==> src/hdl/fpef_pkg.sv <==
// Shared constants for the filtered peak envelope follower.
// Configuration register indexes and Q0.24 coefficient defaults; no dependencies.
`default_nettype none

package fpef_pkg;

  // Width of the configuration register index
  localparam int CFG_IDX_W = 2;

  typedef enum logic [CFG_IDX_W-1:0] {
    CFG_HIGHPASS = 2'd0,
    CFG_LOWPASS  = 2'd1,
    CFG_DECAY    = 2'd2
  } cfg_index_t;

  // Coefficient defaults are given with this many fraction bits
  localparam int DEFAULT_FRAC_BITS = 24;

  localparam logic [DEFAULT_FRAC_BITS-1:0] HIGHPASS_DEFAULT = 24'd16560440;
  localparam logic [DEFAULT_FRAC_BITS-1:0] LOWPASS_DEFAULT  = 24'd12912836;
  localparam logic [DEFAULT_FRAC_BITS-1:0] DECAY_DEFAULT    = 24'd16777048;

endpackage

`default_nettype wire

==> src/hdl/fpef_if.sv <==
// Valid/ready stream interfaces for the envelope follower: sample beats in,
// envelope beats out. No dependencies.
`default_nettype none

interface fpef_sample_if #(
  parameter int SAMPLE_WIDTH = 24
);
  logic                           valid;
  logic                           ready;
  logic signed [SAMPLE_WIDTH-1:0] sample_in;

  modport source (output valid, output sample_in, input ready);
  modport sink   (input valid, input sample_in, output ready);
endinterface

interface fpef_env_if #(
  parameter int SAMPLE_WIDTH = 24
);
  logic                    valid;
  logic                    ready;
  logic [SAMPLE_WIDTH-2:0] envelope_out;

  modport source (output valid, output envelope_out, input ready);
  modport sink   (input valid, input envelope_out, output ready);
endinterface

`default_nettype wire

==> src/hdl/filtered_peak_envelope_follower.sv <==
// Filtered peak envelope follower: high-pass, low-pass and peak/decay stages
// sharing one multiplier. Depends on fpef_pkg and the interfaces in fpef_if.sv.
`default_nettype none

// One sample beat produces one envelope beat. All three products (high-pass,
// low-pass and decay) go through a single multiplier under a small sequencer.
// The envelope enters the output register from the hand-over state, reached
// through the high-pass and low-pass steps and, when the low-pass value sets no
// new peak, the decay step; no new sample is taken until the sequencer is idle.
// The output register frees the input side, so the next sample is taken while
// an envelope waits to be read; that sample then holds in its hand-over state
// until the waiting envelope has gone. Coefficients are unsigned
// Q0.COEFF_FRAC_BITS and should be written only while the block is idle.
module filtered_peak_envelope_follower
  import fpef_pkg::*;
#(
  parameter int SAMPLE_WIDTH    = 24,
  parameter int COEFF_FRAC_BITS = 24
) (
  input  wire logic                       clk,
  input  wire logic                       rst_n,
  fpef_sample_if.sink                     in_ch,
  fpef_env_if.source                      out_ch,
  input  wire logic                       cfg_we,
  input  wire logic [CFG_IDX_W-1:0]       cfg_index,
  input  wire logic [COEFF_FRAC_BITS-1:0] cfg_data
);

  localparam int SW     = SAMPLE_WIDTH;
  localparam int CFB    = COEFF_FRAC_BITS;
  localparam int MAG_W  = SW + 1;
  localparam int PROD_W = MAG_W + CFB;

  localparam logic [63:0] HP_DEF64 = (CFB >= DEFAULT_FRAC_BITS) ?
      (64'(HIGHPASS_DEFAULT) << (CFB - DEFAULT_FRAC_BITS)) :
      (64'(HIGHPASS_DEFAULT) >> (DEFAULT_FRAC_BITS - CFB));
  localparam logic [63:0] LP_DEF64 = (CFB >= DEFAULT_FRAC_BITS) ?
      (64'(LOWPASS_DEFAULT) << (CFB - DEFAULT_FRAC_BITS)) :
      (64'(LOWPASS_DEFAULT) >> (DEFAULT_FRAC_BITS - CFB));
  localparam logic [63:0] DC_DEF64 = (CFB >= DEFAULT_FRAC_BITS) ?
      (64'(DECAY_DEFAULT) << (CFB - DEFAULT_FRAC_BITS)) :
      (64'(DECAY_DEFAULT) >> (DEFAULT_FRAC_BITS - CFB));

  localparam logic [PROD_W-1:0] HALF = {{(PROD_W-1){1'b0}}, 1'b1} << (CFB - 1);

  typedef enum logic [2:0] {
    ST_IDLE,
    ST_MUL_HP,
    ST_HP_FIN,
    ST_MUL_LP,
    ST_LP_FIN,
    ST_MUL_DEC,
    ST_DEC_FIN,
    ST_OUT
  } state_t;

  function automatic logic signed [SW-1:0] sat_sample(input logic signed [SW+1:0] v);
    logic signed [SW-1:0] res;
    if ((v[SW+1:SW-1] == 3'b000) || (v[SW+1:SW-1] == 3'b111)) begin
      res = v[SW-1:0];
    end else if (v[SW+1]) begin
      res = {1'b1, {(SW-1){1'b0}}};
    end else begin
      res = {1'b0, {(SW-1){1'b1}}};
    end
    return res;
  endfunction

  function automatic logic [MAG_W-1:0] magnitude(input logic signed [SW+1:0] v);
    logic signed [SW+1:0] a;
    a = v[SW+1] ? -v : v;
    return a[MAG_W-1:0];
  endfunction

  // Configuration registers
  logic [CFB-1:0] hp_coeff_r;
  logic [CFB-1:0] lp_coeff_r;
  logic [CFB-1:0] decay_r;

  always_ff @(posedge clk) begin
    if (!rst_n) begin
      hp_coeff_r <= HP_DEF64[CFB-1:0];
      lp_coeff_r <= LP_DEF64[CFB-1:0];
      decay_r    <= DC_DEF64[CFB-1:0];
    end else if (cfg_we) begin
      case (cfg_index)
        CFG_HIGHPASS: hp_coeff_r <= cfg_data;
        CFG_LOWPASS:  lp_coeff_r <= cfg_data;
        CFG_DECAY:    decay_r    <= cfg_data;
        default: ;
      endcase
    end
  end

  state_t                state_r, state_nxt;
  logic [MAG_W-1:0]      op_a_r, op_a_nxt;
  logic                  neg_r, neg_nxt;
  logic [PROD_W-1:0]     prod_r, prod_nxt;
  logic signed [SW-1:0]  h_r, h_nxt;
  logic signed [SW-1:0]  hp_in_r, hp_in_nxt;
  logic signed [SW-1:0]  hp_out_r, hp_out_nxt;
  logic signed [SW-1:0]  lp_out_r, lp_out_nxt;
  logic [SW-2:0]         env_r, env_nxt;
  logic                  out_valid_r, out_valid_nxt;
  logic [SW-2:0]         out_data_r, out_data_nxt;

  // Shared multiplier; the coefficient follows the sequencer state
  logic [CFB-1:0]        coef_sel;
  logic [PROD_W-1:0]     prod_mul;

  always_comb begin
    case (state_r)
      ST_MUL_HP: coef_sel = hp_coeff_r;
      ST_MUL_LP: coef_sel = lp_coeff_r;
      default:   coef_sel = decay_r;
    endcase
  end

  assign prod_mul = op_a_r * coef_sel;

  // Rounding, sign restore and saturation of the registered product
  logic [PROD_W-1:0]     rnd_sum;
  logic [MAG_W-1:0]      rnd_q;
  logic signed [SW+1:0]  signed_q;
  logic signed [SW-1:0]  hp_sat;
  logic signed [SW+1:0]  lp_sum;
  logic signed [SW-1:0]  lp_sat;
  logic signed [SW+1:0]  hp_diff;
  logic signed [SW+1:0]  lp_diff;

  assign rnd_sum  = prod_r + ((state_r == ST_DEC_FIN) ? {PROD_W{1'b0}} : HALF);
  assign rnd_q    = rnd_sum[CFB +: MAG_W];
  assign signed_q = neg_r ? -$signed({1'b0, rnd_q}) : $signed({1'b0, rnd_q});
  assign hp_sat   = sat_sample(signed_q);
  assign lp_sum   = $signed({{2{h_r[SW-1]}}, h_r}) + signed_q;
  assign lp_sat   = sat_sample(lp_sum);

  assign hp_diff = $signed({{2{hp_out_r[SW-1]}}, hp_out_r})
                 + $signed({{2{in_ch.sample_in[SW-1]}}, in_ch.sample_in})
                 - $signed({{2{hp_in_r[SW-1]}}, hp_in_r});
  assign lp_diff = $signed({{2{lp_out_r[SW-1]}}, lp_out_r})
                 - $signed({{2{hp_sat[SW-1]}}, hp_sat});

  always_comb begin
    state_nxt     = state_r;
    op_a_nxt      = op_a_r;
    neg_nxt       = neg_r;
    prod_nxt      = prod_r;
    h_nxt         = h_r;
    hp_in_nxt     = hp_in_r;
    hp_out_nxt    = hp_out_r;
    lp_out_nxt    = lp_out_r;
    env_nxt       = env_r;
    out_valid_nxt = out_valid_r;
    out_data_nxt  = out_data_r;

    if (out_valid_r && out_ch.ready) begin
      out_valid_nxt = 1'b0;
    end

    case (state_r)
      ST_IDLE: begin
        if (in_ch.valid) begin
          hp_in_nxt = in_ch.sample_in;
          op_a_nxt  = magnitude(hp_diff);
          neg_nxt   = hp_diff[SW+1];
          state_nxt = ST_MUL_HP;
        end
      end
      ST_MUL_HP: begin
        prod_nxt  = prod_mul;
        state_nxt = ST_HP_FIN;
      end
      ST_HP_FIN: begin
        h_nxt      = hp_sat;
        hp_out_nxt = hp_sat;
        op_a_nxt   = magnitude(lp_diff);
        neg_nxt    = lp_diff[SW+1];
        state_nxt  = ST_MUL_LP;
      end
      ST_MUL_LP: begin
        prod_nxt  = prod_mul;
        state_nxt = ST_LP_FIN;
      end
      ST_LP_FIN: begin
        lp_out_nxt = lp_sat;
        // A negative low-pass value never beats the envelope
        if (lp_sat > $signed({1'b0, env_r})) begin
          env_nxt   = lp_sat[SW-2:0];
          state_nxt = ST_OUT;
        end else begin
          op_a_nxt  = {2'b00, env_r};
          neg_nxt   = 1'b0;
          state_nxt = ST_MUL_DEC;
        end
      end
      ST_MUL_DEC: begin
        prod_nxt  = prod_mul;
        state_nxt = ST_DEC_FIN;
      end
      ST_DEC_FIN: begin
        // Truncated, so the envelope always falls to zero eventually
        env_nxt   = rnd_q[SW-2:0];
        state_nxt = ST_OUT;
      end
      ST_OUT: begin
        if (!out_valid_r || out_ch.ready) begin
          out_valid_nxt = 1'b1;
          out_data_nxt  = env_r;
          state_nxt     = ST_IDLE;
        end
      end
      default: state_nxt = ST_IDLE;
    endcase
  end

  always_ff @(posedge clk) begin
    if (!rst_n) begin
      state_r     <= ST_IDLE;
      hp_in_r     <= '0;
      hp_out_r    <= '0;
      lp_out_r    <= '0;
      env_r       <= '0;
      out_valid_r <= 1'b0;
    end else begin
      state_r     <= state_nxt;
      hp_in_r     <= hp_in_nxt;
      hp_out_r    <= hp_out_nxt;
      lp_out_r    <= lp_out_nxt;
      env_r       <= env_nxt;
      out_valid_r <= out_valid_nxt;
    end
    op_a_r     <= op_a_nxt;
    neg_r      <= neg_nxt;
    prod_r     <= prod_nxt;
    h_r        <= h_nxt;
    out_data_r <= out_data_nxt;
  end

  assign in_ch.ready         = (state_r == ST_IDLE);
  assign out_ch.valid        = out_valid_r;
  assign out_ch.envelope_out = out_data_r;

  // Once a beat is taken, the sequencer is busy on the following cycle.
  a_busy_after_accept: assert property (@(posedge clk) disable iff (!rst_n)
    (in_ch.valid && in_ch.ready) |=> !in_ch.ready)
    else $error("input accepted twice in a row");

  // The decay path can only lower the envelope.
  a_decay_falls: assert property (@(posedge clk) disable iff (!rst_n)
    (state_r == ST_DEC_FIN) |=> (env_r <= $past(env_r)))
    else $error("envelope rose on the decay path");

  // A result beat is only raised when the sequencer hands one over.
  a_valid_source: assert property (@(posedge clk) disable iff (!rst_n)
    $rose(out_valid_r) |-> $past(state_r == ST_OUT))
    else $error("output valid raised outside the hand-over state");

  // The delivered envelope matches the held state.
  a_out_matches_env: assert property (@(posedge clk) disable iff (!rst_n)
    ((state_r == ST_OUT) && (!out_valid_r || out_ch.ready)) |=> (out_data_r == env_r))
    else $error("output data differs from envelope state");

endmodule

`default_nettype wire
==> src/flat_wrapper.sv <==
// flat-port wrapper written by rule: the top's interface ports become plain ports
module filtered_peak_envelope_follower_flat import fpef_pkg::*;
#(
  parameter int SAMPLE_WIDTH    = 24,
  parameter int COEFF_FRAC_BITS = 24
)
  (clk, rst_n, cfg_we, cfg_index, cfg_data, in_ch_valid, in_ch_sample_in, in_ch_ready, out_ch_valid, out_ch_envelope_out, out_ch_ready);
  fpef_sample_if #(.SAMPLE_WIDTH(SAMPLE_WIDTH)) in_ch_i ();
  fpef_env_if #(.SAMPLE_WIDTH(SAMPLE_WIDTH)) out_ch_i ();
  input  wire logic clk;
  input  wire logic rst_n;
  input  wire logic cfg_we;
  input  wire logic [CFG_IDX_W-1:0] cfg_index;
  input  wire logic [COEFF_FRAC_BITS-1:0] cfg_data;
  input wire logic [$bits(in_ch_i.valid)-1:0] in_ch_valid;
  input wire logic [$bits(in_ch_i.sample_in)-1:0] in_ch_sample_in;
  output wire logic [$bits(in_ch_i.ready)-1:0] in_ch_ready;
  output wire logic [$bits(out_ch_i.valid)-1:0] out_ch_valid;
  output wire logic [$bits(out_ch_i.envelope_out)-1:0] out_ch_envelope_out;
  input wire logic [$bits(out_ch_i.ready)-1:0] out_ch_ready;
  assign in_ch_i.valid = in_ch_valid;
  assign in_ch_i.sample_in = in_ch_sample_in;
  assign in_ch_ready = in_ch_i.ready;
  assign out_ch_valid = out_ch_i.valid;
  assign out_ch_envelope_out = out_ch_i.envelope_out;
  assign out_ch_i.ready = out_ch_ready;
  filtered_peak_envelope_follower #(.SAMPLE_WIDTH(SAMPLE_WIDTH), .COEFF_FRAC_BITS(COEFF_FRAC_BITS)) u_core (.clk(clk), .rst_n(rst_n), .in_ch(in_ch_i), .out_ch(out_ch_i), .cfg_we(cfg_we), .cfg_index(cfg_index), .cfg_data(cfg_data));
endmodule
==> config.mk <==
export PLATFORM = sky130hd
export DESIGN_NAME = filtered_peak_envelope_follower_flat
export DESIGN_NICKNAME = d
export VERILOG_FILES = /design/src/hdl/fpef_pkg.sv /design/src/hdl/fpef_if.sv /design/src/hdl/filtered_peak_envelope_follower.sv /design/src/flat_wrapper.sv
export SDC_FILE = /design/constraint.sdc
export NUM_CORES = 2
export LEC_CHECK = 0
export BUFFER_PORTS_ARGS = -buffer_cell sky130_fd_sc_hd__buf_2
export CORE_AREA = 2 2 262 264
export DETAILED_ROUTE_END_ITERATION = 7
export DIE_AREA = 0 0 264 266
export HOLD_SLACK_MARGIN = 0.03
export PLACE_DENSITY = 0.71
export SLEW_MARGIN = 5
export SYNTH_ARGS = -nofsm -noshare
export SYNTH_HDL_FRONTEND = slang
export SYNTH_SLANG_ARGS = --single-unit
==> constraint.sdc <==
create_clock -name clk -period 8.1 [get_ports clk]
set_input_delay 1.62 -clock clk [delete_from_list [all_inputs] [get_ports clk]]
set_output_delay 1.62 -clock clk [all_outputs]
set_load 0.1 [all_outputs]
==> flow_summary.ini <==
[floorplan]
die-area_um2 = 70220
num_io_pins = 80
fp-row-count = 96
die_width_um = 264
die_h_um = 266
initial_utilization_pct = 54.08
core_um2 = 67750

[global_routing]
grt_first_pass_wirelength_mm = 171.3
grtUsageTotal_pct = 31.43
antenna_found_initial = 1
grt_max_degree = 70
grt_overflow_total = 0
grt_pass1_vias = 30300

[logic_synthesis]
synth_cell_types = 100
synth_top_area_share_pct = 28.91
synth_nets = 5117
synth_warnings = 0
seq_area_frac_synth_pct = 17.46
yosysTopAreaCell = fa_1
synth.area.top_cells = fa_1, ha_1, dfxtp_1
syn-mean-instance-area_um2 = 8.602
synth_edf_count = 99
syn_inst = 4259
netlist_area_um2 = 36640
async_flop_share_pct = 0
ys_ff_latch = 270
synthFlopType = dfxtp_1

[flow_run]
maxCapViolCount = 0

[routing]
first_pass_iters = 6
routed_via_density = 5.706
routedWlPerCell_um = 20.79
ant_nets = 0
drt_iter0_markers = 2634
vias = 30250
route.detailed.drc = 0
wirelength_mm = 110.2

[setup_path]
r2r_slack_ns = 0.29
cp_max_fo = 23
reg2reg_from = u_core.state_r[2]$_SDFFE_PN0P_
r2r_end = u_core.prod_r[46]$_DFFE_PP_
worst_r2r_path_depth = 24
startpoint_type = flip-flop
crit_arrival_ns = 8.15
startpoint = u_core.state_r[2]$_SDFFE_PN0P_
end_kind = flip-flop
required_ns = 8.44
crit_type = reg2reg

[timing]
hold_viol = 0
finalMaxSlewViolations = 0
slew_headroom_pct = 22.21
max_freq_ghz = 0.1281
fin_skew_ns = 0.02063
tightest_slew_ns = 1.163
fin_hold_ws_ns = 0.4538
timing.final.crit_share_pct = 96.37
period_needed_ns = 7.806
final-setup-viol-count = 0

[worst_hold_path]
whs_endpoint = u_core.lp_coeff_r[20]$_SDFFE_PN0P_
min_path_type = reg2reg
hp-start = u_core.lp_coeff_r[20]$_SDFFE_PN0P_
worstHoldPathCells = 2

[placed_design]
numPortBuffers = 79
dp.final_hpwl_mm = 86.24
gp_congestion = 0.9899

[clocking]
cts_tree = built
cts_sinks = 270
root_buffer = clkbuf_16
h-tree-depth = 1
clkTransAtPathRegs_ns = 0.06
cts.path.max_buffers = 3
clk_latency_ns = 0.60
cts_made_buffers = 31

[finish]
area_growth_pct = 11.26
drive_gt1_share_pct = 10.91
regArea_um2 = 6400
nets = 5252
fillCellCount = 5977
multi_input_area_um2 = 27280
final_cell_mix = nand2_1, inv_1, fa_1
final_common_cell = nand2_1

[run_status]
status = finished, final reports clean
## synthesized netlist by cell type, types with 9 or more instances
| cell type | count |
|---|---|
| edfxtp_1 | 99 |
| clkbuf_1 | 174 |
| nand3_1 | 91 |
| nor2b_1 | 145 |
| mux2i_1 | 30 |
| and2_1 | 94 |
| a22oi_1 | 18 |
| o211ai_1 | 16 |
| nand2_1 | 756 |
| and4_1 | 9 |
| fa_1 | 529 |
| and3_1 | 14 |
| a211oi_1 | 23 |
| or2_2 | 14 |
| a21o_1 | 51 |
| inv_1 | 690 |
| o21a_1 | 45 |
| xor2_1 | 52 |
| xnor2_1 | 105 |
| nor3_1 | 46 |
| nand2b_1 | 31 |
| nor2_1 | 133 |
| o21ai_0 | 127 |
| buf_2 | 16 |
| a21oi_1 | 219 |
| or3_1 | 15 |
| dfxtp_1 | 171 |
| ha_1 | 274 |
| a31oi_1 | 22 |
| o221ai_1 | 17 |
| o21ai_1 | 21 |
| o31ai_1 | 15 |
| nand4_1 | 19 |
## layer usage
metal | routed length (µm) | GRT usage (%) | up-vias
met3 | 8836 | 4.954 | 238
met5 | 0 | 0 | -
met4 | 4492 | 11.46 | 0
met1 | 46500 | 43.30 | 14870
li1 | - | - | 13920
met2 | 50410 | 50.40 | 1229
## critical path, cell delays in order (launching register included)
cell       delay [ns]
dfxtp_1          0.35
nand2b_2         0.28
clkbuf_16        0.26
o21ai_2          0.49
buf_4            0.39
nand2_1          0.11
fa_1             0.51
fa_1             0.44
fa_1             0.58
fa_1             0.43
fa_1             0.46
fa_1             0.49
inv_1            0.05
fa_1             0.48
ha_1             0.35
a21o_1           0.19
a21o_1           0.16
a21oi_1          0.26
o22a_1           0.25
a31oi_4          0.14
o21a_1           0.23
o211ai_1         0.26
nand2_1          0.15
a21oi_2          0.17
xnor2_1          0.07
## through the flow
step	utilization [%]	setup slack [ns]	instance area [µm²]	instances	TNS [ns]
2_1_floorplan	-	0.05776	36680	4259	0
3_3_place_gp	57.73	0.1701	39110	5224	0
3_5_place_dp	57.73	0.03191	39110	5224	0
4_1_cts	59.35	0.03019	40210	5282	0
5_1_grt	60.16	-0.02672	40760	5301	-0.3676
6_report	60.17	0.2937	40760	5302	0
## cells by family after synthesis
kind of cell	synth area share, %
simple gates	17.95
buf+inv	9.327
fa+ha+maj	38.26
compound gates	12.03
flops	17.46
xor+xnor	3.972
mux	1.004
## layout make-up
type	count	area share, %
multi-input combinational	3095	66.93
sequential	270	15.70
inverter	691	6.363
timing repair buffer	305	5.587
tap	882	2.707
clock buffer	33	1.922
clock inverter	25	0.7797
antenna	1	0.006139
## worst max-delay path by stage
stage | endpoint | slack (ns) | cells after the start
after floorplan | u_core.neg_r$_DFFE_PP_ | 0.06 | 37
after global placement | u_core.prod_r[48]$_DFFE_PP_ | 0.17 | 27
after detailed placement | u_core.prod_r[48]$_DFFE_PP_ | 0.03 | 27
after CTS | u_core.prod_r[48]$_DFFE_PP_ | 0.03 | 24
after global routing | u_core.op_a_r[7]$_DFFE_PP_ | -0.03 | 37
final | u_core.prod_r[46]$_DFFE_PP_ | 0.29 | 24
## registers in the layout, summed over array words and instances (netlist names)
name and cells:
u_core.decay_r 24, u_core.env_r 23, u_core.h_r 24, u_core.hp_coeff_r 24, u_core.hp_in_r 24, u_core.hp_out_r 24, u_core.lp_coeff_r 24, u_core.lp_out_r 24
u_core.neg_r 1, u_core.op_a_r 25, u_core.out_ch.envelope_out 23, u_core.out_ch.valid 1, u_core.prod_r 26, u_core.state_r 3
## what timing repair did
| action | 4_1_cts | 5_1_grt |
|---|---|---|
| setup buffers | 0 | 14 |
| hold buffers | 0 | 0 |
| resized for setup | 0 | 70 |
| setup endpoints to repair | 0 | 62 |
Power is left out: the tool's default activity adds up to more than one toggle a clock period on the data nets, which glitch-free logic cannot reach.
